### config.mk
export PLATFORM = sky130hd
export DESIGN_NAME = acsi_disk_command_target_top
export DESIGN_NICKNAME = d
export VERILOG_FILES = /design/src/rtl/acsi_tgt_pkg.sv /design/src/rtl/acsi_tgt_cfg.sv /design/src/rtl/acsi_tgt_core.sv /design/src/rtl/acsi_disk_command_target_top.sv
export VERILOG_INCLUDE_DIRS = /design/src /design/src/rtl
export SDC_FILE = /design/constraint.sdc
export NUM_CORES = 1
export LEC_CHECK = 0
export ABC_AREA = 1
export BUFFER_PORTS_ARGS = -buffer_cell sky130_fd_sc_hd__buf_2
export CORE_MARGIN = 5
export CORE_UTILIZATION = 44
export CTS_CLUSTER_SIZE = 28
export DETAILED_ROUTE_END_ITERATION = 16
export HOLD_SLACK_MARGIN = 0.12
export PLACE_DENSITY = 0.7
export SYNTH_ARGS = -nofsm -noshare
export SYNTH_HDL_FRONTEND = slang
export SYNTH_SLANG_ARGS = --single-unit
### constraint.sdc
create_clock -name clk -period 3.4 [get_ports clk]
set_input_delay 0.17 -clock clk [delete_from_list [all_inputs] [get_ports clk]]
set_output_delay 0.17 -clock clk [all_outputs]
set_load 0.1 [all_outputs]
### src/rtl/acsi_disk_command_target_top_defines.svh
// Assertion macros shared by the disk command target RTL.
`ifndef ACSI_DISK_COMMAND_TARGET_TOP_DEFINES_SVH
`define ACSI_DISK_COMMAND_TARGET_TOP_DEFINES_SVH

// Same-cycle implication, sampled on clk, switched off while arst_n is low.
`define ACSI_ASSERT_NOW(label, ante, cons) \
	label: assert property (@(posedge clk) disable iff (!arst_n) (ante) |-> (cons)) \
		else $error("acsi target: same-cycle check failed");

// Next-cycle implication, sampled on clk, switched off while arst_n is low.
`define ACSI_ASSERT_NEXT(label, ante, cons) \
	label: assert property (@(posedge clk) disable iff (!arst_n) (ante) |=> (cons)) \
		else $error("acsi target: next-cycle check failed");

`endif

### src/rtl/acsi_tgt_pkg.sv
// Types and constants shared by the disk command target modules.
package acsi_tgt_pkg;

	// Command frame length and byte counter codes.
	localparam logic [2:0] CMD_LEN    = 3'd6;
	localparam logic [2:0] LAST_BYTE  = 3'd5;
	localparam logic [2:0] IDLE_COUNT = 3'd7;

	// DMA mode low byte that selects a status read.
	localparam logic [7:0] STATUS_READ_MODE = 8'h8a;

	// Sense code stored on an unknown opcode.
	localparam logic [7:0] SENSE_INVALID_OPCODE = 8'h20;

	// Mask applied to the opening byte to strip the target ID.
	localparam logic [7:0] OPEN_BYTE_MASK = 8'h1f;

	// Completion status codes.
	localparam logic [1:0] STATUS_OK  = 2'd0;
	localparam logic [1:0] STATUS_ERR = 2'd2;

	// Opcodes of command byte zero.
	localparam logic [7:0] OP_TEST_READY   = 8'h00;
	localparam logic [7:0] OP_REQ_SENSE    = 8'h03;
	localparam logic [7:0] OP_FORMAT       = 8'h04;
	localparam logic [7:0] OP_READ         = 8'h08;
	localparam logic [7:0] OP_WRITE        = 8'h0a;
	localparam logic [7:0] OP_SEEK         = 8'h0b;
	localparam logic [7:0] OP_INQUIRY      = 8'h12;
	localparam logic [7:0] OP_MODE_SELECT  = 8'h15;

	// Register indexes on the configuration port (word address).
	localparam logic [1:0] REG_DEVICE_ID    = 2'd0;
	localparam logic [1:0] REG_DISK_PRESENT = 2'd1;
	localparam logic [1:0] REG_DISK_SECTORS = 2'd2;

	// Action handed on to the DMA engine.
	typedef enum logic [3:0] {
		ACT_READY        = 4'd0,
		ACT_SENSE        = 4'd1,
		ACT_FORMAT       = 4'd2,
		ACT_READ         = 4'd3,
		ACT_WRITE        = 4'd4,
		ACT_SEEK         = 4'd5,
		ACT_INQUIRY      = 4'd6,
		ACT_MODE_SELECT  = 4'd7,
		ACT_INVALID      = 4'd8
	} action_t;

	// Configuration registers as seen by the command core.
	typedef struct packed {
		logic [2:0]  device_id;
		logic        disk_present;
		logic [24:0] disk_sectors;
	} cfg_t;

	// One bus access.
	typedef struct packed {
		logic       command;
		logic       a1_line;
		logic [7:0] data_byte;
		logic [7:0] dma_mode;
	} item_t;

	// One result word; the lower 55 bits match the output tdata layout and
	// command_done on top travels as tlast.
	typedef struct packed {
		logic        command_done;
		logic [7:0]  sense_code;
		logic [1:0]  status_code;
		logic [7:0]  xfer_len;
		logic [23:0] block_address;
		action_t     action;
		logic        irq_asserted;
		logic [7:0]  read_data;
	} result_t;

endpackage

### src/rtl/acsi_tgt_cfg.sv
// APB-style register file holding the target configuration.
module acsi_tgt_cfg (
	input  logic                 clk,
	input  logic                 arst_n,
	input  logic                 psel,
	input  logic                 penable,
	input  logic                 pwrite,
	input  logic [3:0]           paddr,
	input  logic [31:0]          pwdata,
	output logic [31:0]          prdata,
	output logic                 pready,
	output acsi_tgt_pkg::cfg_t   cfg
);

	logic [2:0]  device_id_q;
	logic        disk_present_q;
	logic [24:0] disk_sectors_q;
	logic        wr_en;

	assign pready = 1'b1;
	assign wr_en  = psel && penable && pwrite && pready;

	// Register writes; addresses beyond the list are dropped.
	always_ff @(posedge clk or negedge arst_n) begin
		if (!arst_n) begin
			device_id_q    <= '0;
			disk_present_q <= 1'b0;
			disk_sectors_q <= '0;
		end else if (wr_en) begin
			case (paddr[3:2])
				acsi_tgt_pkg::REG_DEVICE_ID:    device_id_q    <= pwdata[2:0];
				acsi_tgt_pkg::REG_DISK_PRESENT: disk_present_q <= pwdata[0];
				acsi_tgt_pkg::REG_DISK_SECTORS: disk_sectors_q <= pwdata[24:0];
				default: ;
			endcase
		end
	end

	// Read-back mux.
	always_comb begin
		case (paddr[3:2])
			acsi_tgt_pkg::REG_DEVICE_ID:    prdata = {29'd0, device_id_q};
			acsi_tgt_pkg::REG_DISK_PRESENT: prdata = {31'd0, disk_present_q};
			acsi_tgt_pkg::REG_DISK_SECTORS: prdata = {7'd0, disk_sectors_q};
			default:                        prdata = '0;
		endcase
	end

	assign cfg.device_id    = device_id_q;
	assign cfg.disk_present = disk_present_q;
	assign cfg.disk_sectors = disk_sectors_q;

endmodule

### src/rtl/acsi_tgt_core.sv
// Command collection, opcode decode and status state of the disk target.
`include "acsi_disk_command_target_top_defines.svh"

module acsi_tgt_core (
	input  logic                    clk,
	input  logic                    arst_n,
	input  acsi_tgt_pkg::cfg_t      cfg,
	input  logic                    step,
	input  acsi_tgt_pkg::item_t     item,
	output acsi_tgt_pkg::result_t   result
);

	logic [2:0]  cnt_q;
	logic [7:0]  bytes_q [6];
	logic [7:0]  sense_q;
	logic [1:0]  status_q;
	logic        irq_q;

	logic                  is_read;
	logic                  wr;
	logic                  opens;
	logic [2:0]            cnt_eff;
	logic [2:0]            cnt_n;
	logic [7:0]            byte_eff;
	logic                  take;
	logic                  done;
	logic [23:0]           addr;
	logic [7:0]            count;
	logic [24:0]           end_blk;
	acsi_tgt_pkg::action_t act;
	logic                  op_bad;
	logic                  read_bad;
	logic [1:0]            status_n;
	logic [7:0]            sense_n;
	logic                  irq_n;

	// Opening byte detection and the byte counter.
	always_comb begin
		is_read  = item.command;
		wr       = !is_read && cfg.disk_present;
		opens    = wr && !item.a1_line && (item.data_byte[7:5] == cfg.device_id)
			&& (cnt_q == acsi_tgt_pkg::IDLE_COUNT);
		cnt_eff  = opens ? 3'd0 : cnt_q;
		byte_eff = opens ? (item.data_byte & acsi_tgt_pkg::OPEN_BYTE_MASK) : item.data_byte;
		take     = wr && (cnt_eff < acsi_tgt_pkg::CMD_LEN);
		done     = take && (cnt_eff == acsi_tgt_pkg::LAST_BYTE);
		if (done) begin
			cnt_n = acsi_tgt_pkg::IDLE_COUNT;
		end else if (take) begin
			cnt_n = cnt_eff + 3'd1;
		end else begin
			cnt_n = cnt_eff;
		end
	end

	// Opcode decode and the read bound check; the sixth byte is not needed here.
	always_comb begin
		addr    = {bytes_q[1], bytes_q[2], bytes_q[3]};
		count   = bytes_q[4];
		end_blk = {1'b0, addr} + {17'd0, count};
		op_bad  = 1'b0;
		read_bad = 1'b0;
		case (bytes_q[0])
			acsi_tgt_pkg::OP_TEST_READY:  act = acsi_tgt_pkg::ACT_READY;
			acsi_tgt_pkg::OP_REQ_SENSE:   act = acsi_tgt_pkg::ACT_SENSE;
			acsi_tgt_pkg::OP_FORMAT:      act = acsi_tgt_pkg::ACT_FORMAT;
			acsi_tgt_pkg::OP_READ: begin
				act      = acsi_tgt_pkg::ACT_READ;
				read_bad = (count != 8'd0) && (end_blk > cfg.disk_sectors);
			end
			acsi_tgt_pkg::OP_WRITE:       act = acsi_tgt_pkg::ACT_WRITE;
			acsi_tgt_pkg::OP_SEEK:        act = acsi_tgt_pkg::ACT_SEEK;
			acsi_tgt_pkg::OP_INQUIRY:     act = acsi_tgt_pkg::ACT_INQUIRY;
			acsi_tgt_pkg::OP_MODE_SELECT: act = acsi_tgt_pkg::ACT_MODE_SELECT;
			default: begin
				act    = acsi_tgt_pkg::ACT_INVALID;
				op_bad = 1'b1;
			end
		endcase
	end

	// Next status, sense and interrupt level.
	always_comb begin
		status_n = status_q;
		sense_n  = sense_q;
		if (done) begin
			status_n = (op_bad || read_bad) ? acsi_tgt_pkg::STATUS_ERR
				: acsi_tgt_pkg::STATUS_OK;
			if (op_bad) begin
				sense_n = acsi_tgt_pkg::SENSE_INVALID_OPCODE;
			end
		end
		if (is_read) begin
			irq_n = 1'b0;
		end else if (take) begin
			irq_n = 1'b1;
		end else begin
			irq_n = irq_q;
		end
	end

	// Result word for this access.
	always_comb begin
		result.read_data     = (is_read && (item.dma_mode == acsi_tgt_pkg::STATUS_READ_MODE))
			? {6'd0, status_q} : 8'd0;
		result.irq_asserted  = irq_n;
		result.command_done  = done;
		result.action        = done ? act : acsi_tgt_pkg::ACT_READY;
		result.block_address = done ? addr : 24'd0;
		result.xfer_len      = done ? count : 8'd0;
		result.status_code   = status_n;
		result.sense_code    = sense_n;
	end

	// Control state, updated once per processed access.
	always_ff @(posedge clk or negedge arst_n) begin
		if (!arst_n) begin
			cnt_q    <= acsi_tgt_pkg::IDLE_COUNT;
			sense_q  <= '0;
			status_q <= acsi_tgt_pkg::STATUS_OK;
			irq_q    <= 1'b0;
		end else if (step) begin
			cnt_q    <= cnt_n;
			sense_q  <= sense_n;
			status_q <= status_n;
			irq_q    <= irq_n;
		end
	end

	// Command byte store; entries are only read after they have been written.
	always_ff @(posedge clk) begin
		if (step && take) begin
			bytes_q[cnt_eff] <= byte_eff;
		end
	end

	`ACSI_ASSERT_NOW(a_cnt_never_full, 1'b1, cnt_q != acsi_tgt_pkg::CMD_LEN)
	`ACSI_ASSERT_NEXT(a_done_goes_idle, step && done, cnt_q == acsi_tgt_pkg::IDLE_COUNT)
	`ACSI_ASSERT_NEXT(a_read_clears_irq, step && is_read, !irq_q)
	`ACSI_ASSERT_NOW(a_status_legal, 1'b1,
		(status_q == acsi_tgt_pkg::STATUS_OK) || (status_q == acsi_tgt_pkg::STATUS_ERR))
	`ACSI_ASSERT_NEXT(a_open_takes_byte, step && opens, cnt_q == 3'd1)

endmodule

### src/rtl/acsi_disk_command_target_top.sv
// Top level of the disk command target: input stage, result stage and config port.
//
// Usage: each bus access enters as one word on the s_ channel; s_tuser[0] is
// the command (0 write, 1 read), s_tuser[1] the A1 line, s_tdata holds the
// written byte and the DMA mode byte. Every accepted word gives exactly one
// result word on the m_ channel, in order; m_tlast marks the word that
// completed a six-byte command.
// The word is captured in the input register, decoded against the command
// state and written to the result register, from where m_tvalid shows it.
// Throughput is one word per cycle while the receiver keeps m_tready high; the
// command state is a single set of flip-flops updated as each word moves into
// the result register.
// When the receiver holds m_tready low the result register keeps its word,
// the input register fills, and s_tready then falls until space returns.
// Reset clears both stages, puts the byte counter in the idle state and
// clears status, sense code, IRQ and all configuration registers.
// Configuration (device ID, disk present, disk size) is written over the
// APB-style port at byte addresses 0, 4 and 8, with no stall.
module acsi_disk_command_target_top (
	input  logic        clk,
	input  logic        arst_n,
	// Input stream.
	input  logic        s_tvalid,
	output logic        s_tready,
	input  logic [15:0] s_tdata,  // data_byte [7:0], dma_mode [15:8]
	input  logic [1:0]  s_tuser,  // command [0], a1_line [1]
	// Result stream.
	output logic        m_tvalid,
	input  logic        m_tready,
	output logic [55:0] m_tdata,  // read_data [7:0], irq_asserted [8], action [12:9],
	                              // block_address [36:13], xfer_len [44:37],
	                              // status_code [46:45], sense_code [54:47]
	output logic        m_tlast,  // command_done
	// Configuration port.
	input  logic        psel,
	input  logic        penable,
	input  logic        pwrite,
	input  logic [3:0]  paddr,
	input  logic [31:0] pwdata,
	output logic [31:0] prdata,
	output logic        pready
);

	acsi_tgt_pkg::cfg_t    cfg;
	acsi_tgt_pkg::item_t   item_s1;
	acsi_tgt_pkg::result_t result;
	acsi_tgt_pkg::result_t result_s2;
	logic                  valid_s1;
	logic                  valid_s2;
	logic                  out_free;
	logic                  advance;

	// Handshake between the two stages.
	assign out_free = !valid_s2 || m_tready;
	assign advance  = valid_s1 && out_free;
	assign s_tready = !valid_s1 || advance;

	// Input register.
	always_ff @(posedge clk or negedge arst_n) begin
		if (!arst_n) begin
			valid_s1 <= 1'b0;
		end else if (s_tready) begin
			valid_s1 <= s_tvalid;
		end
	end

	always_ff @(posedge clk) begin
		if (s_tvalid && s_tready) begin
			item_s1.command   <= s_tuser[0];
			item_s1.a1_line   <= s_tuser[1];
			item_s1.data_byte <= s_tdata[7:0];
			item_s1.dma_mode  <= s_tdata[15:8];
		end
	end

	// Result register.
	always_ff @(posedge clk or negedge arst_n) begin
		if (!arst_n) begin
			valid_s2 <= 1'b0;
		end else if (out_free) begin
			valid_s2 <= advance;
		end
	end

	always_ff @(posedge clk) begin
		if (advance) begin
			result_s2 <= result;
		end
	end

	// The top bit of the result word leaves as tlast, the rest is padded to whole bytes.
	assign m_tvalid = valid_s2;
	assign m_tdata  = {1'b0, result_s2[54:0]};
	assign m_tlast  = result_s2.command_done;

	acsi_tgt_cfg u_cfg (
		.clk     (clk),
		.arst_n  (arst_n),
		.psel    (psel),
		.penable (penable),
		.pwrite  (pwrite),
		.paddr   (paddr),
		.pwdata  (pwdata),
		.prdata  (prdata),
		.pready  (pready),
		.cfg     (cfg)
	);

	acsi_tgt_core u_core (
		.clk    (clk),
		.arst_n (arst_n),
		.cfg    (cfg),
		.step   (advance),
		.item   (item_s1),
		.result (result)
	);

endmodule

* Word level (Yosys, flattened, before mapping)
Memory sizes are Yosys's and may differ from the RTL's. Cells that the tools add are included.
Word-level totals: bits in writable memories 48, logic and storage cells 83, memories 1, register bits after elaboration 119
Cells by class: equal/unequal tests 13, magnitude comparators 2, $add $sub $neg 2, mux-type cells 16, reductions and logical operators 27
Memory list:
- u_core.bytes_q | depth 6, width 8, read ports 5, clocked after Yosys merged registers in 0, write ports 1, line acsi_tgt_core.sv:14 | logic [7:0] bytes_q [6];
Operators by type and width (number):
- $pmux 25 s3 | 1
- $pmux 4 s8 | 1
- $add 24x8->25 | 1
- $gt 25x25->1 | 1
- $eq 8x4->1 const B | 3
- $mux 8 | 3
- $eq 8x5->1 const B | 2
- $logic_and 1x1->1 | 13
- $mux 3 | 3
- $eq 8x2->1 const B | 1
- $eq 8x3->1 const B | 1
- $eq 8x8->1 const B | 1
- $logic_not 8->1 | 1
- $reduce_bool 8->1 | 1
- $reduce_or 8->1 | 1
- $eq 3x3->1 const B | 2
- $mux 1 | 6
- $reduce_and 2->1 | 3
- $logic_not 1->1 | 4
- $mux 2 | 2
- $add 3x1->3 const B | 1
- $eq 3x3->1 | 1
- $logic_or 1x1->1 | 3
- $lt 3x3->1 const B | 1
- other kinds (3) | 3

* Depth between registers and ports, before layout
Gate-level depths: netlist (run 1).
depth after elaboration 11, gate-level depth with buffers 22

* By module
Synthesis (run 1) repeated with hierarchy kept, for this count alone.
Second synthesis, totals: cells, all modules 829, area, all modules 7960.1 um2
By module, submodules not included:
- acsi_tgt_core | instances 1, cells an instance 538, area each 4149.0 um2
- acsi_disk_command_target_top | instances 1, cells an instance 88, area each 2328.5 um2
- acsi_tgt_cfg | instances 1, cells an instance 203, area each 1482.7 um2

* Least setup slack after synthesis (run 1)
OpenSTA, ideal clock, no wires.
path type flip-flop to flip-flop, start register valid_s2 (netlist: m_tvalid), end memory u_core.bytes_q[2][0] (enable), stages on the path, launching flop included 6, library setup time 0.383 ns, setup slack -0.096 ns, clock period less this slack 3.496 ns, arrival time 3.113 ns, data required time 3.017 ns, path through dfrtp_1 -> nand2_1 -> nand2_1 -> inv_1 -> nand3_2 -> nor3_1
Between the ends: cells in the longest elaborated chain, start to end 6
RTL lines:
- start, declared | line acsi_disk_command_target_top.sv:49 | logic valid_s2;
- start signal, assigned | line acsi_disk_command_target_top.sv:81 | valid_s2 <= advance;
- $logic_not 1->1 | line acsi_disk_command_target_top.sv:54 | assign out_free = !valid_s2 || m_tready;
- $logic_or 1x1->1 | line acsi_disk_command_target_top.sv:54
- $logic_and 1x1->1 | line acsi_disk_command_target_top.sv:55 | assign advance = valid_s1 && out_free;
- via advance | line acsi_disk_command_target_top.sv:51 | logic advance;
- $logic_and 1x1->1 | line acsi_tgt_core.sv:132 | if (step && take) begin
- $mux 1 | line acsi_tgt_core.sv:132
- $mux 1 (not written as such) | line acsi_tgt_core.sv:133 | bytes_q[cnt_eff] <= byte_eff;
- end, declared | line acsi_tgt_core.sv:14
The timed path passes the listed nets, and every way through them passes these cells.

==> results.toml, run 1 <==
[placed_design]
port_buffers = 128
dp_hpwl_um = 12100
dp_cells = 1095
finalWeightedCongestion = 0.893

[yosys]
yosysWarnings = 0
synth_cells = 756
synth_edf_count = 108
synthArstFlopShare_pct = 29.4
syn_area_um2 = 7430
netlist_top_cells_area = "edfxtp_1 (44%), dfrtp_1 (14%), nand2_1 (7.5%)"
synth.top_cell.area_share_pct = 43.7
ys.flop_type = "edfxtp_1"
seq_area_frac_synth_pct = 58.9
ys_ff_latch = 153
ys_types = 42
synth_area_leader_cell = "edfxtp_1"
postSynthAreaPerCell_um2 = 9.83

[power]
power.total_mw = 5.75
ir_worst_vdd_mv = 0.381
p_leak_nw = 4.38
powerDensity_nw_per_um2 = 614

[timing]
fin_crit_sh_pct = 91.1
clock.fmax_mhz = 323
min_period_ps = 3100
rsz0062_at_grt = "no"
slew-limit-headroom_pct = 28.7
skew_ps = 13.0
tightest_slew_ps = 1070
slew_viol_final = 0
hold_violations = 0
fin_tns_setup_ps = 0
finalSetupViolations = 0

[worst_setup_path]
crit_top_cell = "nand2_1"
critical_path.top_delay_family = "adder cells"
reg2reg_from = "u_core.bytes_q[3][0]"
crit_chain = "ha_1 -> inv_1 -> fa_2 -> o31ai_2 -> nand2_1 -> nand2_1 -> nand2_1 -> o21ai_0 -> nand2_1 -> ha_1 -> nand2_1 -> inv_1 -> o21ai_0 -> nand2_1 -> a21oi_1 -> nand3_1 -> nand2_1 -> a21boi_1"
worstPathBufferInverterCount = 2
reg2regPathDepth = 18
criticalPathCategory = "reg -> reg"
crit_slowest_cell = "fa_2"
cp_data_required_time_ps = 3580
max_stage_delay_ps = 380
worstPathArrival_ps = 3270
path_max_fanout = 3
r2r_end = "m_tdata[46]"
rrSetupSlack_ps = 300
crit_path_end_kind = "flop"
critPathLaunchType = "flop"

[cts]
clockBufferDepth = 2
cts_setup_buffers = 0
cts_buffers = 17
ctsRootBufferMaster = "clkbuf_16"
cts_tree = "yes"
clkTransAtPathRegs_ps = 70
clkLatencyLatePin_ps = 420
cts_sinks = 153
cts_max_level = 4

[job]
max-cap-violations = 0

[final_layout]
final_core_util_pct = 56.5
drive_gt1_share_pct = 19.7
layout_commonest_cell = "nand2_1"
final_cell_count_no_fill = 1177
n_fill_cell = 1442
layout_common_cells = "nand2_1 (147), buf_2 (128), inv_1 (117)"
nNetsFinal = 1041
num_antenna_cells = 0
synthToLayoutAreaGrowth_pct = 26.2

[detailed_routing]
ant_nets = 0
met2WireLength_um = 8260
avgViaCountPerCell = 4.70
dr_wl_met3_um = 1000
drt-met1-wl_um = 7210
routed_wl_um = 16700
top_layer_used = "met4"
drtIter0Drc = 404
drc = 0
routedWlPerCell_um = 14.2
vias = 5533
dr.pass1.iters = 5

[min_path]
hold_class = "in -> reg"
hp-start = "penable"
hold_end = "u_cfg.disk_sectors_q[1]"
holdPathStages = 5

[floorplanning]
core_area_um2 = 16600
io_pins = 153
fp-row-count = 47
die_w_um = 140
fp.dieH_um = 140
die-area_um2 = 19600
start_util_pct = 44.8

[global_route]
grt_pass1_wl_um = 27300
antenna_found_initial = 0
grt_pass1_vias = 5470
grt_max_degree = 46
grt_use_total_pct = 17.7
grt-ovfl-total = 0

[run_status]
status = "completed"
worst max-delay path by stage:
stage                    startpoint              endpoint  cells past startpoint
6_report       u_core.bytes_q[3][0]           m_tdata[46]                     18
5_1_grt        u_core.bytes_q[3][2]           m_tdata[46]                     17
4_1_cts        u_core.bytes_q[4][0]           m_tdata[46]                     18
3_5_place_dp   u_core.bytes_q[4][0]           m_tdata[46]                     18
3_3_place_gp   u_core.bytes_q[3][0]           m_tdata[46]                     18
2_1_floorplan              m_tvalid  u_core.bytes_q[2][0]                      5
what timing repair did:
action                                  CTS  global route
hold endpoints to repair                 91             0
hold buffers                             50             0
endpoints found under the setup margin    0             2
gates resized for setup                   0             5
state kept, by name (all words and copies together) (netlist names), 2 cells and up:
name	cells
item_s1	18
m_tdata	49
u_cfg.device_id_q	3
u_cfg.disk_sectors_q	25
u_core.bytes_q	40
u_core.cnt_q	3
u_core.sense_q	8
u_core.status_q	2
where the power goes:
group / leakage [nW] / switching [mW] / internal, mW / total [mW]
sequential: 1.52 / 0.100 / 2.25 / 2.35
clock: 0.283 / 0.800 / 1.10 / 1.90
combinational: 2.58 / 1.20 / 0.308 / 1.51
worst min-delay path: stages:
cell     delay [ps]
buf_2            90
nand3_1         100
nor2_2           90
nand2_1          60
o21ai_0          70
cell usage after synthesis, types with 2 or more instances:
cell type / n
nand2_1: 148
inv_1: 118
nor2_1: 109
edfxtp_1: 108
dfrtp_1: 42
o21ai_0: 37
ha_1: 35
nand3_1: 29
a21oi_1: 27
xor2_1: 18
buf_4: 15
nor3_1: 11
nand4_1: 8
buf_2: 7
clkbuf_1: 5
a21o_1: 3
dfstp_2: 3
nor2_2: 3
buf_6: 2
conb_1: 2
inv_2: 2
nand3b_1: 2
o22ai_1: 2
or2_1: 2
per-layer routing:
| metal | up-vias | track usage (%) |
|---|---|---|
| met2 | 157 | 30.4 |
| met5 | - | 0 |
| met4 | 0 | 5.25 |
| met1 | 2553 | 22.4 |
| li1 | 2803 | - |
| met3 | 20 | 4.23 |
metrics by stage:
step	setup WS, ps	hold WS, ps	cell area (um2)
4_1_cts	182	179	9350
3_3_place_gp	237	347	8260
3_5_place_dp	207	348	8260
2_1_floorplan	405	-126	7480
6_report	304	208	9370
5_1_grt	37.3	237	9370
final cells by class:
| cell class | count | area (um2) | area share (%) |
|---|---|---|---|
| clock buffers | 17 | 425 | 4.54 |
| well taps | 220 | 275 | 2.94 |
| repair buffers | 185 | 1190 | 12.7 |
| inverters | 120 | 454 | 4.85 |
| flip-flops and latches | 153 | 4370 | 46.7 |
| clock inverters | 15 | 165 | 1.76 |
| multi-input cells | 467 | 2480 | 26.5 |
cells by family (layout without fill, tap and decap cells):
logic type | Yosys count | count (layout) | synth area share (%)
simple gates | 321 | 321 | 18.5
compound gates | 76 | 76 | 5.51
fa+ha+maj | 36 | 36 | 6.16
flops | 153 | 153 | 58.9
xor+xnor | 19 | 19 | 2.24
other cells | 2 | 15 | 0.101
buf+inv | 149 | 337 | 8.61
Note: power is estimated with default switching activity, not from simulation.
==> run 2: changes to the inputs <==
--- a/config.mk
+++ b/config.mk
@@ -16,4 +16,5 @@
 export PLACE_DENSITY = 0.7
 export SYNTH_ARGS = -nofsm -noshare
 export SYNTH_HDL_FRONTEND = slang
+export SYNTH_HIERARCHICAL = 1
 export SYNTH_SLANG_ARGS = --single-unit
==> results.toml, run 2 <==
[final_layout]
layout_common_cells = "nand2_1 (212), inv_1 (155), buf_2 (134)"
largest_register_ffs = 55
design_area_um2 = 9900
num_antenna_cells = 0
layout_commonest_cell = "nand2_1"
final_cell_count_no_fill = 1260
nNetsFinal = 1115
drive_gt1_share_pct = 20.5
synthToLayoutAreaGrowth_pct = 24.4

[worst_setup_path]
critical_path.top_delay_family = "simple AND/OR/NAND/NOR gates"
r2r_end = "m_tdata[46]"
crit_slowest_cell = "edfxtp_1"
crit_path_end_kind = "flop"
criticalPathCategory = "reg -> reg"
crit_chain = "ha_1 -> inv_1 -> o21ai_1 -> a21oi_1 -> o21ai_2 -> buf_4 -> nand2_1 -> nand2_1 -> xor2_1 -> ha_1 -> nand2_1 -> nor2_1 -> nand2_1 -> nor2_1 -> nand2_1 -> nand2_1 -> inv_1 -> nand2_1 -> nand2_1 -> nand2_1 -> nand2_1"
worst-path-stages = 21
critPathLaunchType = "flop"
path_max_fanout = 3
worstPathArrival_ps = 3300
rrSetupSlack_ps = 280
reg2reg_from = "u_core/bytes_q[4][5]"
worstPathBufferInverterCount = 3
max_stage_delay_ps = 440
crit_top_cell = "nand2_1"
cp_data_required_time_ps = 3580
reg2regPathDepth = 21

[yosys]
ys.flop_type = "edfxtp_1"
seq_area_frac_synth_pct = 57.2
synthArstFlopShare_pct = 28.3
postSynthAreaPerCell_um2 = 9.60
ys_types = 40
netlist_top_cells_area = "edfxtp_1 (43%), dfrtp_1 (13%), nand2_1 (10%)"
synth_cells = 829
yosysWarnings = 6
synth_most_common_cell = "nand2_1"
synthTopCellsByCount = "nand2_1 (212), inv_1 (155), edfxtp_1 (114), nor2_1 (91), dfrtp_1 (42)"
ys_ff_latch = 159
synth.top_cell.area_share_pct = 43.0
synth_area_leader_cell = "edfxtp_1"
syn_area_um2 = 7960
synth_edf_count = 114

[placed_design]
dp_hpwl_um = 12400
dp_cells = 1179
finalWeightedCongestion = 0.868
port_buffers = 134
dpl-instance-area_um2 = 8770
post-place-ws_ps = 127

[floorplanning]
fp.dieH_um = 145
core_area_um2 = 17900
die-area_um2 = 20900
start_util_pct = 44.5
die_w_um = 145
io_pins = 153
fp-row-count = 49

[cts]
clkTransAtPathRegs_ps = 60
clkLatencyLatePin_ps = 430
ctsRootBufferMaster = "clkbuf_16"
cts_tree = "yes"
cts_sinks = 159
clockBufferDepth = 2
cts_buffers = 17
cts_max_level = 4

[min_path]
hp-start = "pwrite"
holdPathStages = 6
hold_end = "u_cfg/disk_present_q"
hold_class = "in -> reg"

[global_route]
grt-ovfl-total = 0
antenna_found_initial = 0
grt_pass1_wl_um = 28600
grt_max_degree = 68
grt_use_total_pct = 17.7
grt_pass1_vias = 5750

[timing]
clock.fmax_mhz = 321
skew_ps = 13.1
tightest_slew_ps = 1040
slew_viol_final = 0
min_period_ps = 3120
rsz0062_at_grt = "no"
holdWs_ps = 152
hold_violations = 0
setup_slack_ps = 284
finalSetupViolations = 0
slew-limit-headroom_pct = 30.6
fin_crit_sh_pct = 91.6
fin_tns_setup_ps = 0

[power]
p_clk_share_pct = 34.6
ir_worst_vdd_mv = 0.420
power_frac_comb_pct = 21.5
powerDensity_nw_per_um2 = 553
switchingPower_mw = 1.81
p_seq_share_pct = 43.9
switching_share_pct = 33.1
cell_internal_pwr_mw = 3.66
p_leak_nw = 4.79

[detailed_routing]
drc = 0
ant_nets = 0
routed_wl_um = 17400
avgViaCountPerCell = 4.61
dr.pass1.iters = 5
vias = 5808
drtIter0Drc = 451
routedWlPerCell_um = 13.8

[run_status]
status = "completed"

[job]
max-cap-violations = 0
[run 2: worst min-delay path, stage by stage]
cell,delay (ps)
buf_2,100
inv_1,50
nor2_2,60
nand2_1,60
nand2_1,40
nand2_1,50
[run 2: cell type report]
cell class              instances  area [um2]
fillers                      1609        8000
flip-flops and latches        159        4550
multi-input cells             493        2660
repair buffers                189        1210
inverters                     158         596
clock buffers                  21         480
well taps                     229         287
clock inverters                11         120
[run 2: worst max-delay path by stage]
stage / to / startpoint
after floorplan: u_core/bytes_q[0][0] / m_tvalid
after global placement: m_tdata[46] / u_core/bytes_q[3][0]
after detailed placement: m_tdata[46] / u_core/bytes_q[3][0]
after CTS: m_tdata[46] / u_core/bytes_q[3][0]
after global routing: m_tdata[46] / u_core/bytes_q[3][0]
final: m_tdata[46] / u_core/bytes_q[4][5]
[run 2: what timing repair did]
action                                  CTS  global route
setup buffers                             0             0
hold buffers                             49             0
hold endpoints to repair                 91             0
gates resized for setup                   0            11
endpoints found under the setup margin    0             2
[run 2: power by group through the flow]
stage | clock [mW] | combinational [mW] | sequential [mW]
final | 1.90 | 1.18 | 2.40
after CTS | 1.94 | 1.18 | 2.40
after detailed placement | 0 | 1.13 | 2.44
after floorplan | 0 | 0.641 | 2.71
after global routing | 2.03 | 1.28 | 2.42
after global placement | 0 | 1.11 | 2.43
[run 2: through the flow]
stage	power, mW	utilization, %
detailed placement	3.57	49.0
floorplan	3.35	-
finish	5.47	55.3
global placement	3.54	49.0
global route	5.73	55.3
CTS	5.52	55.1
[run 2: logic make-up (layout without fill, tap and decap cells)]
group                      count (synthesis)  count (layout)  share of synthesized area [%]
AOI/OAI and AO/OA                         48              48                           3.33
other                                      4              15                          0.189
buffers and inverters                    188             379                           10.6
and+or+nand+nor                          373             373                           20.6
DFF                                      159             159                           57.2
adders and majority gates                 36              36                           5.75
xor gates and xnor gates                  21              21                           2.31
[run 2: routing by layer]
layer	track usage, %	vias to the layer above	part of all wire, %
li1	-	2947	-
met1	23.1	2655	43
met2	29.3	183	50
met3	4.60	23	6.2
met4	4.91	0	1.4
met5	0	-	0
==> run 3: changes to the inputs <==
--- a/config.mk
+++ b/config.mk
@@ -14,6 +14,7 @@
 export DETAILED_ROUTE_END_ITERATION = 16
 export HOLD_SLACK_MARGIN = 0.12
 export PLACE_DENSITY = 0.7
+export RECOVER_POWER = 100
 export SYNTH_ARGS = -nofsm -noshare
 export SYNTH_HDL_FRONTEND = slang
 export SYNTH_HIERARCHICAL = 1
==> results.toml, run 3 (same netlist as run 2, synthesis figures left out) <==
[timing]
clock.fmax_mhz = 318
hold_violations = 0
slew-limit-headroom_pct = -69.0
setup_slack_ps = 254
slew_viol_final = 140
fin_tns_setup_ps = 0
rsz0062_at_grt = "no"
fin_crit_sh_pct = 92.5
finalSetupViolations = 0
skew_ps = 11.3
tightest_slew_ps = 2530
min_period_ps = 3150

[global_route]
grt_pass1_wl_um = 28600
grt_max_degree = 68
antenna_found_initial = 0
grt_pass1_vias = 5750
grt-ovfl-total = 0
grt_use_total_pct = 17.7

[floorplanning]
start_util_pct = 44.5
fp.dieH_um = 145
die-area_um2 = 20900
core_area_um2 = 17900
fp-row-count = 49
die_w_um = 145
io_pins = 153

[power]
p_leak_nw = 4.47
p_seq_share_pct = 44.1
powerDensity_nw_per_um2 = 562
p_clk_share_pct = 34.8
cell_internal_pwr_mw = 3.64
switching_share_pct = 33.2
ir_worst_vdd_mv = 0.405
switchingPower_mw = 1.81
power_frac_comb_pct = 21.1

[placed_design]
post-place-ws_ps = 127
dpl-instance-area_um2 = 8770
dp_cells = 1179
finalWeightedCongestion = 0.868
port_buffers = 134
dp_hpwl_um = 12400

[cts]
clockBufferDepth = 2
cts_max_level = 4
ctsRootBufferMaster = "clkbuf_16"
clkTransAtPathRegs_ps = 70
cts_buffers = 17
cts_tree = "yes"
clkLatencyLatePin_ps = 420
cts_sinks = 159
cts_setup_buffers = 0

[detailed_routing]
dr.pass1.iters = 5
dr_wl_met3_um = 1020
avgViaCountPerCell = 4.62
met2WireLength_um = 8660
top_layer_used = "met4"
ant_nets = 0
routed_wl_um = 17600
vias = 5826
drtIter0Drc = 416
drt-met1-wl_um = 7640
routedWlPerCell_um = 13.9
drc = 0

[final_layout]
largest_register_ffs = 55
design_area_um2 = 9700
ff_latch_area_um2 = 4550
final_cell_count_no_fill = 1260
drive_gt1_share_pct = 10.6
num_antenna_cells = 0
layout_commonest_cell = "nand2_1"
layout_common_cells = "nand2_1 (214), inv_1 (155), edfxtp_1 (114)"
n_fill_cell = 1665
multi_input_area_um2 = 2580
synthToLayoutAreaGrowth_pct = 21.8
nNetsFinal = 1115

[worst_setup_path]
worstPathArrival_ps = 3330
crit_slowest_cell = "fa_1"
criticalPathCategory = "reg -> reg"
crit_path_end_kind = "flop"
crit_top_cell = "nand2_1"
critPathLaunchType = "flop"
path_max_fanout = 8
crit_chain = "ha_1 -> inv_1 -> fa_1 -> o21ai_2 -> nand2_1 -> nand2_4 -> nand3_1 -> nand2_1 -> inv_1 -> ha_1 -> nand2_1 -> nor2_2 -> nand2_1 -> nor2_1 -> nand2_1 -> nand2_1 -> inv_1 -> nand2_1 -> nand2_1 -> nand2_1 -> nand2_1"
cp_data_required_time_ps = 3580
max_stage_delay_ps = 430

[job]
max-cap-violations = 3

[run_status]
status = "complete, but fails checks"
violations = "max-capacitance violations, max-slew violations"

[min_path]
hold_class = "in -> reg"
run 3: changes by cell type in the layout (fill, tap and decap cells not counted), moves of 4 or more:
cell      change
buf_2        -87
clkbuf_1     +90
nor2_1        +7
nor2_4        -6
buf_4         -4
run 3: metrics by stage:
stage | power [mW] | hold slack [ps] | utilization (%)
6_report | 5.45 | 137 | 54.2
2_1_floorplan | 3.35 | -126 | -
3_5_place_dp | 3.57 | 348 | 49.0
4_1_cts | 5.52 | 134 | 55.1
3_3_place_gp | 3.54 | 347 | 49.0
5_1_grt | 5.71 | 164 | 54.2
run 3: final timing paths:
kind | from | endpoint | slack, ps | cells past startpoint
setup / recovery | u_core/bytes_q[3][0] | m_tdata[46] | 250 | 21
hold / removal | paddr[2] | u_cfg/device_id_q[0] | 140 | 6
setup reg to reg | u_core/bytes_q[3][0] | m_tdata[46] | 250 | 21
hold reg to reg | u_core/sense_q[5] | u_core/sense_q[5] | 460 | 2
max in group asynchronous | arst_n | u_cfg/disk_sectors_q[10] | 880 | 2
min in group asynchronous | arst_n | valid_s1 | 1080 | 2
run 3: what timing repair did:
| action | in CTS | in global routing |
|---|---|---|
| hold buffers | 49 | 0 |
| hold endpoints to repair | 91 | 0 |
| setup endpoints to repair | 0 | 2 |
| gates resized for setup | 0 | 11 |
run 3: power by group through the flow:
| stage | Sequential [mW] | Combinational, mW | Clock (mW) |
|---|---|---|---|
| after floorplan | 2.71 | 0.641 | 0 |
| after global placement | 2.43 | 1.11 | 0 |
| after detailed placement | 2.44 | 1.13 | 0 |
| after CTS | 2.40 | 1.18 | 1.94 |
| after global routing | 2.42 | 1.25 | 2.03 |
| final | 2.40 | 1.15 | 1.90 |
run 3: layout make-up:
type | count | share of cell area [%]
flip-flops and latches | 159 | 47.0
multi-input cells | 493 | 26.6
well taps | 229 | 2.96
clock inverters | 11 | 1.24
clock buffers | 21 | 4.96
inverters | 158 | 6.12
repair buffers | 189 | 11.2
run 3: worst max-delay path: cells and delay by family (launching register included):
family / cells / cell delay [ps]
AND/OR/NAND/NOR: 14 / 1280
flip-flops: 1 / 360
AO/OA/AOI/OAI: 1 / 210
adder cells (fa/ha/maj): 3 / 920
buffers and inverters: 3 / 140
run 3: routing by layer:
layer,global-route usage (%),vias to the layer above
li1,-,2952
met1,23.1,2684
met3,4.60,23
met4,4.91,0
met2,29.3,167
met5,0,-
